`src/hw/rtl/spfs_pkg.sv`:
```
// ----------------------------------------------------------------------------
// spfs_pkg: shared types and constants for the site permute block
// Register indexes, mode and kind codes, and the item that travels from the
// front part to the back part through the queue.
// ----------------------------------------------------------------------------
package spfs_pkg;

	// Defaults for the top level parameters.
	localparam int MAX_SITES_DEF = 32;
	localparam int MAX_OPS_DEF   = 2;
	localparam int MAX_COUNT_DEF = 16;

	// Field widths fixed by the ports.
	localparam int BASIS_W  = 64;
	localparam int SITE_W   = 5;
	localparam int COUNT_W  = 4;
	localparam int NSITES_W = 6;
	localparam int MODE_W   = 2;
	localparam int CFG_IDX_W  = 1;
	localparam int CFG_DATA_W = 6;

	// A site index of SITE_W bits can name at most this many sites.
	localparam int SITE_LIMIT = 2 ** SITE_W;

	// Depth of the queue between front and back.
	localparam int QDEPTH  = 2;
	localparam int QCNT_W  = $clog2(QDEPTH + 1);
	localparam int QPTR_W  = $clog2(QDEPTH);

	// Configuration register indexes.
	localparam logic [CFG_IDX_W-1:0] REG_MODEL_MODE = 1'd0;
	localparam logic [CFG_IDX_W-1:0] REG_NUM_SITES  = 1'd1;

	// Model modes; the fourth code behaves as plain mode.
	localparam logic [MODE_W-1:0] MODE_PLAIN    = 2'd0;
	localparam logic [MODE_W-1:0] MODE_FERMI    = 2'd1;
	localparam logic [MODE_W-1:0] MODE_SPIN_ONE = 2'd2;

	// Item kinds.
	localparam logic KIND_LOAD  = 1'b0;
	localparam logic KIND_APPLY = 1'b1;

	typedef logic [SITE_W-1:0] site_t;

	// One apply item with the map row that belongs to it.
	typedef struct packed {
		logic                        identity;
		logic [BASIS_W-1:0]          basis;
		site_t [SITE_LIMIT-1:0]      srcs;
	} entry_t;

endpackage

```
`src/hw/rtl/spfs_queue.sv`:
```
// ----------------------------------------------------------------------------
// spfs_queue: short queue between front and back
// Holds apply items with their map rows until the back part takes them.
// ----------------------------------------------------------------------------
module spfs_queue (
	input  logic                        clk,
	input  logic                        arst_n,
	input  logic                        push,
	input  spfs_pkg::entry_t            push_entry,
	input  logic                        pop,
	output logic                        head_valid,
	output spfs_pkg::entry_t            head_entry,
	output logic [spfs_pkg::QCNT_W-1:0] count
);
	import spfs_pkg::*;

	entry_t              mem_q [QDEPTH];
	logic [QPTR_W-1:0]   wr_ptr_q;
	logic [QPTR_W-1:0]   rd_ptr_q;
	logic [QCNT_W-1:0]   count_q;
	logic                do_pop;

	assign do_pop     = pop && (count_q != '0);
	assign head_valid = (count_q != '0);
	assign head_entry = mem_q[rd_ptr_q];
	assign count      = count_q;

	always_ff @(posedge clk or negedge arst_n) begin
		if (!arst_n) begin
			wr_ptr_q <= '0;
			rd_ptr_q <= '0;
			count_q  <= '0;
		end else begin
			if (push) begin
				wr_ptr_q <= (wr_ptr_q == QPTR_W'(QDEPTH - 1)) ? '0 : wr_ptr_q + 1'b1;
			end
			if (do_pop) begin
				rd_ptr_q <= (rd_ptr_q == QPTR_W'(QDEPTH - 1)) ? '0 : rd_ptr_q + 1'b1;
			end
			count_q <= count_q + QCNT_W'(push) - QCNT_W'(do_pop);
		end
	end

	always_ff @(posedge clk) begin
		if (push) begin
			mem_q[wr_ptr_q] <= push_entry;
		end
	end

endmodule

```
`config.mk`:
```
export PLATFORM = sky130hd
export DESIGN_NAME = spfs_queue
export DESIGN_NICKNAME = d
export VERILOG_FILES = /design/src/hw/rtl/spfs_pkg.sv /design/src/hw/rtl/spfs_queue.sv
export SDC_FILE = /design/constraint.sdc
export NUM_CORES = 1
export LEC_CHECK = 0
export ABC_AREA = 1
export BUFFER_PORTS_ARGS = -buffer_cell sky130_fd_sc_hd__buf_2
export CAP_MARGIN = 20
export CORE_MARGIN = 2
export CORE_UTILIZATION = 47
export CTS_CLUSTER_DIAMETER = 50
export DETAILED_ROUTE_END_ITERATION = 10
export PLACE_DENSITY = 0.76
export SLEW_MARGIN = 15
export SYNTH_ARGS = -nofsm -noshare
export SYNTH_HDL_FRONTEND = slang
export SYNTH_SLANG_ARGS = --single-unit
```
`constraint.sdc`:
```
create_clock -name clk -period 10.6 [get_ports clk]
set_input_delay 1.06 -clock clk [delete_from_list [all_inputs] [get_ports clk]]
set_output_delay 1.06 -clock clk [all_outputs]
set_load 0.05 [all_outputs]
```
==> flow_summary.yaml, run 1 <==
timing:
  slew_headroom_pct: 23.1
  timing.fmax_ghz: 0.213
  finalSetupViolCount: 0
  grt_setup_unrepaired: "false"
  max_slew.worst_pin.slew_ns: 1.15
  slew_violations: 0
  period_share_pct: 44.2
  skew_ns: 0.00813
  hold_viol_final: 0
  final.setup.tns_ns: 0
  holdWs_ns: 0.298
  finalCriticalPeriod_ns: 4.68
synthesis:
  synth.most_common_cell: "nand2_1"
  synth_top_area_share_pct: 81.7
  avgSynthCellArea_um2: 13.7
  yosys.area_share.simple_pct: 15.6
  synth_compound_area_share_pct: 0
  synth-seq-cells: 454
  seq_area_frac_synth_pct: 82.3
  synthAdderAreaFrac_pct: 0.151
  synth_edf_count: 450
  yosysTopAreaCell: "edfxtp_1"
  async_flop_share_pct: 0.881
  netlist_instances: 1203
  syn_nets: 1434
  synth_ff_type: "edfxtp_1"
  muxShareOfSynthArea_pct: 0
  yosys-top-cells-count: "nand2_1, edfxtp_1, buf_2"
  synth_top_family_by_area: "simple AND/OR/NAND/NOR gates"
  yosys_warnings: 0
  synthTopCellsByArea: "edfxtp_1, nand2_1, buf_2, buf_4, dfrtp_1"
  synthXorXnorAreaFrac_pct: 0.0530
  post_synth_num_cell_types: 12
  synth_area_um2: 16500
clock_tree:
  worstSkewPairLatency_ns: 0.56
  clock_path_buffers: 3
  post_cts_buffers: 0
  cts_max_level: 2
  holdBufCountCts: 0
  cts_root_buf: "clkbuf_16"
  post_cts_resized: 0
  cts_tree: "yes"
  clk_pin_slew_ns: 0.06
  cts_sinks: 454
  cts_buffers: 47
global_routing:
  use_met3_pct: 7.20
  grt_overflow: 0
  grt_antenna_before_repair: 14
  first_global_vias: 10600
  grt_max_degree: 148
  grt_pass1_wl_mm: 56.2
  top_usage_layer: "met2"
  grt_use_met1_pct: 22.8
  met2_usage_pct: 34.9
  grt_usage_pct: 20.3
worst_setup_path:
  critPathLaunch: "rd_ptr_q$_DFFE_PN0P_"
  r2r_setup_slack_ns: 7.70
  crit_type: "flop to output port"
  crit_end: "head_entry[27]"
  end_kind: "output port"
  r2r-start: "rd_ptr_q$_DFFE_PN0P_"
  start_kind: "flop"
  worstPathMaxFanout: 147
  r2r_cells: 4
  arrival_ns: 3.62
  rr_endpoint: "rd_ptr_q$_DFFE_PN0P_"
  cp_data_required_time_ns: 9.54
floorplan:
  core.rowCount: 68
  dieArea_um2: 36700
  coreArea_um2: 34600
  initial_core_util_pct: 47.8
  ios: 457
  die_x_um: 192
  die_h_um: 192
layout:
  fillers: 2670
  drive_gt1_share_pct: 31.4
  final_util_pct: 59.7
  register_area_um2: 13600
  final_nets: 1899
  area_delta_synth_final_pct: 25.1
  multi_input_area_um2: 2630
routing:
  routed_via_density: 4.88
  wl_per_cell_um: 17.8
  ant_nets: 0
  drc: 0
  vias: 10600
  detail_route.wirelength_mm: 38.7
  first_pass_iters: 5
  drt_iter0_markers: 727
status:
  outcome: "finished, final reports clean"
place:
  place_congestion: 0.807
  dp_hpwl_mm: 24.8
  port_buffers: 456
pwr:
  finalPower_uw: 7110
  peakVddDrop_v: 0.000343
  p_per_area_nw_per_um2: 344
  p_leak_uw: 0.00894
job:
  maxCapViolCount: 0
min_path:
  hold_class: "input pin to async pin"
-- cell usage in the layout, fill, tap and decap left out, drive strengths merged, types with 2 or more instances in the layout --
cell and n:
diode 10, buf 465, dfrtp 4, inv 11, ha 2, clkbuf 57, edfxtp 450, nand2 685
clkinvlp 3, bufinv 2, clkinv 21, nand3 2
-- worst max-delay path, cell delays in order, from the launching register on --
cell and delay, ns:
dfrtp_4 0.78, inv_6 0.84, buf_4 0.79, nand2_1 0.13, nand2_1 0.15, buf_2 0.28
-- state kept, by name (all words and copies together), names as in the netlist --
signal	cells
rd_ptr_q	1
wr_ptr_q	1
count	2
mem_q	450
-- stage by stage --
step	cells	area, um^2	setup slack [ns]
6_report	2169	20700	5.92
5_1_grt	2166	20700	5.66
4_1_cts	2159	20700	5.80
3_5_place_dp	2074	19200	6.39
3_3_place_gp	2074	19200	6.45
2_1_floorplan	1203	16500	3.21
-- worst min path at each step --
stage                     cells after the start                   end            startpoint
after floorplan                               1  wr_ptr_q$_DFFE_PN0P_  wr_ptr_q$_DFFE_PN0P_
after global placement                        1  wr_ptr_q$_DFFE_PN0P_  wr_ptr_q$_DFFE_PN0P_
after detailed placement                      1  wr_ptr_q$_DFFE_PN0P_  wr_ptr_q$_DFFE_PN0P_
after CTS                                     1    count[0]$_DFF_PN0_                arst_n
final                                         1    count[0]$_DFF_PN0_                arst_n
after global routing                          1    count[0]$_DFF_PN0_                arst_n
-- cell families (layout without fill, tap and decap cells) --
logic type,count (synthesis),count (layout)
simple gates,688,688
flops,454,454
buf+inv,58,559
fa+ha+maj,2,2
xor+xnor,1,1
other cells,0,10
-- report_power, final --
part	internal, uW	switching [uW]
Clock	893	657
Sequential	2390	124
Combinational	541	2510
-- routing by layer --
metal	wire, um	vias to the layer above
li1	-	5016
met4	1260	8
met1	13900	4957
met3	4400	91
met5	55	-
met2	19100	520
-- area by class of cell --
| cell class | instances | area share (%) |
|---|---|---|
| flip-flops and latches | 454 | 65.8 |
| multi-input cells | 691 | 12.7 |
| repair buffers | 465 | 11.4 |
| clock buffers | 57 | 6.07 |
| well taps | 455 | 2.75 |
| clock inverters | 28 | 0.956 |
| inverters | 9 | 0.224 |
| diodes | 10 | 0.121 |
Note: power is estimated with default switching activity, not from simulation.
==> run 2, diff against run 1 <==
==> constraint.sdc (replaced) <==
create_clock -name clk -period 3.85 [get_ports clk]
set_input_delay 0.385 -clock clk [delete_from_list [all_inputs] [get_ports clk]]
set_output_delay 0.385 -clock clk [all_outputs]
set_load 0.05 [all_outputs]
==> flow_summary.yaml, run 2 (same netlist as run 1, synthesis figures left out) <==
global_routing:
  grt_overflow: 0
  grt_max_degree: 135
  grt_usage_pct: 20.4
  grt_antenna_before_repair: 12
  first_global_vias: 10500
  grt_pass1_wl_mm: 56.7
routing:
  wl_per_cell_um: 17.7
  detail_route.wirelength_mm: 39.4
  drc: 0
  routed_via_density: 4.84
  drt_iter0_markers: 529
  ant_nets: 0
  first_pass_iters: 5
  vias: 10800
clock_tree:
  clock_path_buffers: 3
  post_cts_resized: 0
  clk_pin_slew_ns: 0.06
  worstSkewPairLatency_ns: 0.55
  cts_max_level: 2
  cts_buffers: 46
  cts_sinks: 454
  cts_tree: "yes"
  cts_root_buf: "clkbuf_16"
layout:
  layout_commonest_cell: "nand2_1"
  final_nets: 1959
  final_cell_mix: "nand2_1, buf_2, edfxtp_1"
  drive_gt1_share_pct: 31.0
  area_delta_synth_final_pct: 29.4
  largest_reg_flops: 450
  regMostFlops: "mem_q"
timing:
  holdWs_ns: 0.0237
  grt_setup_unrepaired: "false"
  slew_headroom_pct: 39.1
  finalSetupViolCount: 0
  slew_violations: 0
  max_slew.worst_pin.slew_ns: 0.911
  hold_viol_final: 0
  finalCriticalPeriod_ns: 2.99
  period_share_pct: 77.7
  skew_ns: 0.00915
  setup_slack_ns: 0.860
  timing.fmax_ghz: 0.334
min_path:
  worstHoldPathCells: 1
  hold_class: "input pin to flop"
  worstHoldStart: "push_entry[207]"
  hold_end: "mem_q[1][207]$_DFFE_PP_"
worst_setup_path:
  r2r-start: "wr_ptr_q$_DFFE_PN0P_"
  start_kind: "flop"
  crit_type: "flop to output port"
  cp_data_required_time_ns: 3.46
  r2r_setup_slack_ns: 1.75
  critPathLaunch: "rd_ptr_q$_DFFE_PN0P_"
  r2r_cells: 3
  arrival_ns: 2.61
  end_kind: "output port"
  worstPathMaxFanout: 134
  rr_endpoint: "mem_q[1][129]$_DFFE_PP_"
place:
  place_congestion: 0.790
  port_buffers: 456
  dp_hpwl_mm: 25.7
  dp_slack_ns: 1.47
floorplan:
  initial_core_util_pct: 47.8
  coreArea_um2: 34600
  core.rowCount: 68
  ios: 457
  die_h_um: 192
  dieArea_um2: 36700
  die_x_um: 192
pwr:
  p_per_area_nw_per_um2: 931
  p_leak_uw: 0.00926
  peakVddDrop_v: 0.000667
status:
  outcome: "finished, final reports clean"
job:
  maxCapViolCount: 0
[run 2: cell count changes in the layout (fill, tap and decap cells not counted), moves of 2 or more]
cell	before	now
buf_12	0	6
diode_2	10	8
dlygate4sd3_1	0	47
clkinvlp_4	3	1
bufinv_16	2	6
clkinv_2	9	5
buf_4	9	17
[run 2: cell type report]
class | instances | area (um^2)
multi-input cells | 691 | 2630
fillers | 2579 | 13200
inverters | 9 | 42.5
diodes | 8 | 20.0
well taps | 455 | 569
clock buffers | 58 | 1260
repair buffers | 526 | 3000
flip-flops and latches | 454 | 13600
clock inverters | 24 | 269
[run 2: worst max-delay path: stages (launching register included)]
cell and delay, ns:
dfrtp_4 0.44, buf_4 0.42, buf_12 0.45, nand2_1 0.16, nand2_1 0.13, buf_2 0.27
[run 2: worst max path at each step]
stage	end	slack, ns
2_1_floorplan	mem_q[1][0]$_DFFE_PP_	-0.40
3_3_place_gp	head_entry[66]	1.48
3_5_place_dp	head_entry[66]	1.47
4_1_cts	head_entry[223]	0.85
5_1_grt	head_entry[145]	0.72
6_report	head_entry[175]	0.86
[run 2: metal layers]
metal  global-route usage (%)  up-vias  part of all wire (%)
met1                     24.1     5098                    37
met2                     34.7      482                    51
met3                     6.83       67                    10
met5                        0        -                  0.12
met4                     7.57        8                   2.2
li1                         -     5124                     -
[run 2: report_power, final]
| part | switching, uW | internal, uW |
|---|---|---|
| clock | 1750 | 2710 |
| sequential | 219 | 6550 |
| combinational | 7080 | 1620 |
| total | 9040 | 10900 |
[run 2: timing repair]
action                                 4_1_cts  5_1_grt
hold buffers                                28       19
buffers inserted                             0        0
endpoints found under the hold margin       57       34
[run 2: stage by stage]
| stage | setup TNS (ns) | cell area, um^2 | instances | power (uW) | utilization, % |
|---|---|---|---|---|---|
| 3_3_place_gp | 0 | 19400 | 2088 | 15500 | 56.0 |
| 5_1_grt | 0 | 21400 | 2224 | 20800 | 61.8 |
| 3_5_place_dp | 0 | 19400 | 2088 | 15500 | 56.0 |
| 6_report | 0 | 21400 | 2225 | 19900 | 61.8 |
| 4_1_cts | 0 | 21200 | 2198 | 20100 | 61.2 |
| 2_1_floorplan | -164.02 | 16600 | 1203 | 13400 | - |
==> run 3, diff against run 2 <==
--- a/config.mk
+++ b/config.mk
@@ -5,14 +5,14 @@
 export SDC_FILE = /design/constraint.sdc
 export NUM_CORES = 1
 export LEC_CHECK = 0
-export ABC_AREA = 1
+export ABC_AREA = 0
 export BUFFER_PORTS_ARGS = -buffer_cell sky130_fd_sc_hd__buf_2
 export CAP_MARGIN = 20
 export CORE_MARGIN = 2
 export CORE_UTILIZATION = 47
 export CTS_CLUSTER_DIAMETER = 50
 export DETAILED_ROUTE_END_ITERATION = 10
-export PLACE_DENSITY = 0.76
+export PLACE_DENSITY = 0.75
 export SLEW_MARGIN = 15
 export SYNTH_ARGS = -nofsm -noshare
 export SYNTH_HDL_FRONTEND = slang
==> constraint.sdc (replaced) <==
create_clock -name clk -period 2.48 [get_ports clk]
set_input_delay 0.248 -clock clk [delete_from_list [all_inputs] [get_ports clk]]
set_output_delay 0.248 -clock clk [all_outputs]
set_load 0.05 [all_outputs]
==> flow_summary.yaml, run 3 <==
place:
  place_area_um2: 19900
  dp_slack_ns: 0.537
  place_congestion: 0.763
  dp_hpwl_mm: 24.0
  port_buffers: 456
clock_tree:
  cts_root_buf: "clkbuf_16"
  post_cts_resized: 0
  worstSkewPairLatency_ns: 0.57
  cts_buffers: 47
  cts_max_level: 2
  cts_sinks: 454
  cts_tree: "yes"
  clock_path_buffers: 3
  clk_pin_slew_ns: 0.06
pwr:
  finalPower_uw: 30400
  p_sw_share_pct: 40.1
  p_leak_uw: 0.00946
  p_per_area_nw_per_um2: 1280
  p_seq_share_pct: 34.8
  power.internal_uw: 18200
  p_clk_share_pct: 22.4
  peakVddDrop_v: 0.00110
  switchingPower_uw: 12200
  combPwrFrac_pct: 42.8
layout:
  layout_commonest_cell: "buf_2"
  final_cell_mix: "buf_2, edfxtp_1, dlygate4sd3_1"
  largest_reg_flops: 450
  drive_gt1_share_pct: 52.5
  final_nets: 1683
  regMostFlops: "mem_q"
  fin_area_um2: 23800
  area_delta_synth_final_pct: 39.8
routing:
  drt_iter0_markers: 399
  detail_route.wirelength_mm: 39.7
  ant_nets: 0
  vias: 9641
  routed_via_density: 4.93
  first_pass_iters: 4
  wl_per_cell_um: 20.3
  drc: 0
synthesis:
  synth_edf_count: 450
  yosys-top-cells-count: "edfxtp_1, mux2_4, mux2_2"
  yosysTopAreaCell: "edfxtp_1"
  yosys_warnings: 0
  async_flop_share_pct: 0.881
  seq_area_frac_synth_pct: 80.1
  avgSynthCellArea_um2: 23.7
  synth_area_um2: 17000
  synthTopCellsByArea: "edfxtp_1, mux2_4, mux2_2, buf_6, dfrtp_1"
  syn_nets: 947
  synth_ff_type: "edfxtp_1"
  netlist_instances: 716
  synth-seq-cells: 454
  post_synth_num_cell_types: 14
  synth.most_common_cell: "edfxtp_1"
  synth_top_area_share_pct: 79.5
worst_setup_path:
  crit_type: "flop to output port"
  worstPathMaxFanout: 28
  end_kind: "output port"
  critPathSlowestCell: "dfrtp_4"
  start_kind: "flop"
  crit_chain: "buf_12 > buf_12 > mux2_2 > buf_2"
  arrival_ns: 2.12
  crit_top_cell: "buf_12"
  slowest_delay_ns: 0.51
  cp_data_required_time_ns: 2.23
timing:
  skew_ns: 0.0185
  max_slew.worst_pin.slew_ns: 0.735
  slew_violations: 0
  setup_slack_ns: 0.108
  finalSetupViolCount: 0
  grt_setup_unrepaired: "false"
  hold_viol_final: 0
  finalCriticalPeriod_ns: 2.37
  timing.fmax_ghz: 0.422
  period_share_pct: 95.6
  holdWs_ns: 0.401
  final.setup.tns_ns: 0
  slew_headroom_pct: 51.0
floorplan:
  initial_core_util_pct: 47.8
  coreArea_um2: 35600
  die_x_um: 194
  die_h_um: 194
  ios: 457
  dieArea_um2: 37700
  core.rowCount: 69
global_routing:
  grt_overflow: 0
  grt_pass1_wl_mm: 59.2
  grt_max_degree: 119
  grt_antenna_before_repair: 5
  grt_usage_pct: 20.5
  first_global_vias: 10600
job:
  maxCapViolCount: 0
status:
  outcome: "finished, final reports clean"
min_path:
  hold_class: "input pin to flop"
[run 3: changes by cell type after synthesis, moves of 2 or more]
cell | previous run | this run
clkbuf_1 | 8 | 0
inv_1 | 8 | 2
xnor2_1 | 0 | 2
nand2_1 | 685 | 0
buf_2 | 25 | 8
nand3_1 | 2 | 0
mux2_4 | 0 | 140
mux2_2 | 0 | 85
buf_4 | 16 | 0
buf_6 | 0 | 17
[run 3: routing by layer]
metal	share of wire (%)	track usage (%)
met5	0	0
met4	3.7	9.03
met3	7.4	6.42
met2	53	37.3
met1	36	21.7
[run 3: repair_timing]
item,CTS,global route
endpoints found under the setup margin,116,5
buffers inserted,2,1
hold endpoints to repair,457,0
hold buffers,229,0
[run 3: path summary, 6_finish.rpt]
path / start / to / slack [ns] / cells past startpoint
max: rd_ptr_q$_DFFE_PN0P_ / head_entry[56] / 0.11 / 4
min in group asynchronous: arst_n / count[0]$_DFF_PN0_ / 0.60 / 3
max in group asynchronous: arst_n / rd_ptr_q$_DFFE_PN0P_ / 1.67 / 3
max reg2reg: wr_ptr_q$_DFFE_PN0P_ / mem_q[1][195]$_DFFE_PP_ / 0.82 / 2
min: push_entry[9] / mem_q[1][9]$_DFFE_PP_ / 0.40 / 2
min reg2reg: wr_ptr_q$_DFFE_PN0P_ / wr_ptr_q$_DFFE_PN0P_ / 0.54 / 1
[run 3: layout make-up]
| cell class | count | area [um^2] |
|---|---|---|
| Fill cell | 2257 | 11800 |
| Clock inverter | 30 | 278 |
| Inverter | 2 | 7.51 |
| Sequential cell | 454 | 13600 |
| Multi-Input combinational cell | 235 | 3160 |
| Timing Repair Buffer | 712 | 4900 |
| Tap cell | 461 | 577 |
| Clock buffer | 56 | 1210 |
| Antenna cell | 5 | 12.5 |
[run 3: cell families after synthesis]
family	share of synthesized area, %
fa+ha+maj	0.147
compound gates	0.0442
buf+inv	1.41
xor+xnor	0.206
simple gates	0.110
flops	80.1
mux	18.0
[run 3: worst max-delay path, delay by kind of cell, from the launching register on]
kind / cells / cell delay [ns]
buffers and inverters: 3 / 0.65
flip-flops: 1 / 0.51
multiplexers: 1 / 0.37
[run 3: power groups by stage]
| stage | sequential [uW] | clock (uW) | combinational (uW) |
|---|---|---|---|
| after CTS | 10600 | 6910 | 13000 |
| after detailed placement | 10800 | 0 | 12600 |
| after global placement | 10700 | 0 | 12600 |
| final | 10600 | 6810 | 13000 |
| after global routing | 10700 | 7250 | 13500 |
| after floorplan | 10800 | 0 | 10100 |
[run 3: through the flow]
step                cells  utilization [%]
floorplan             716                -
global placement     1632             56.1
detailed placement   1632             56.1
CTS                  1949             66.7
global route         1955             66.8
finish               1955             66.8
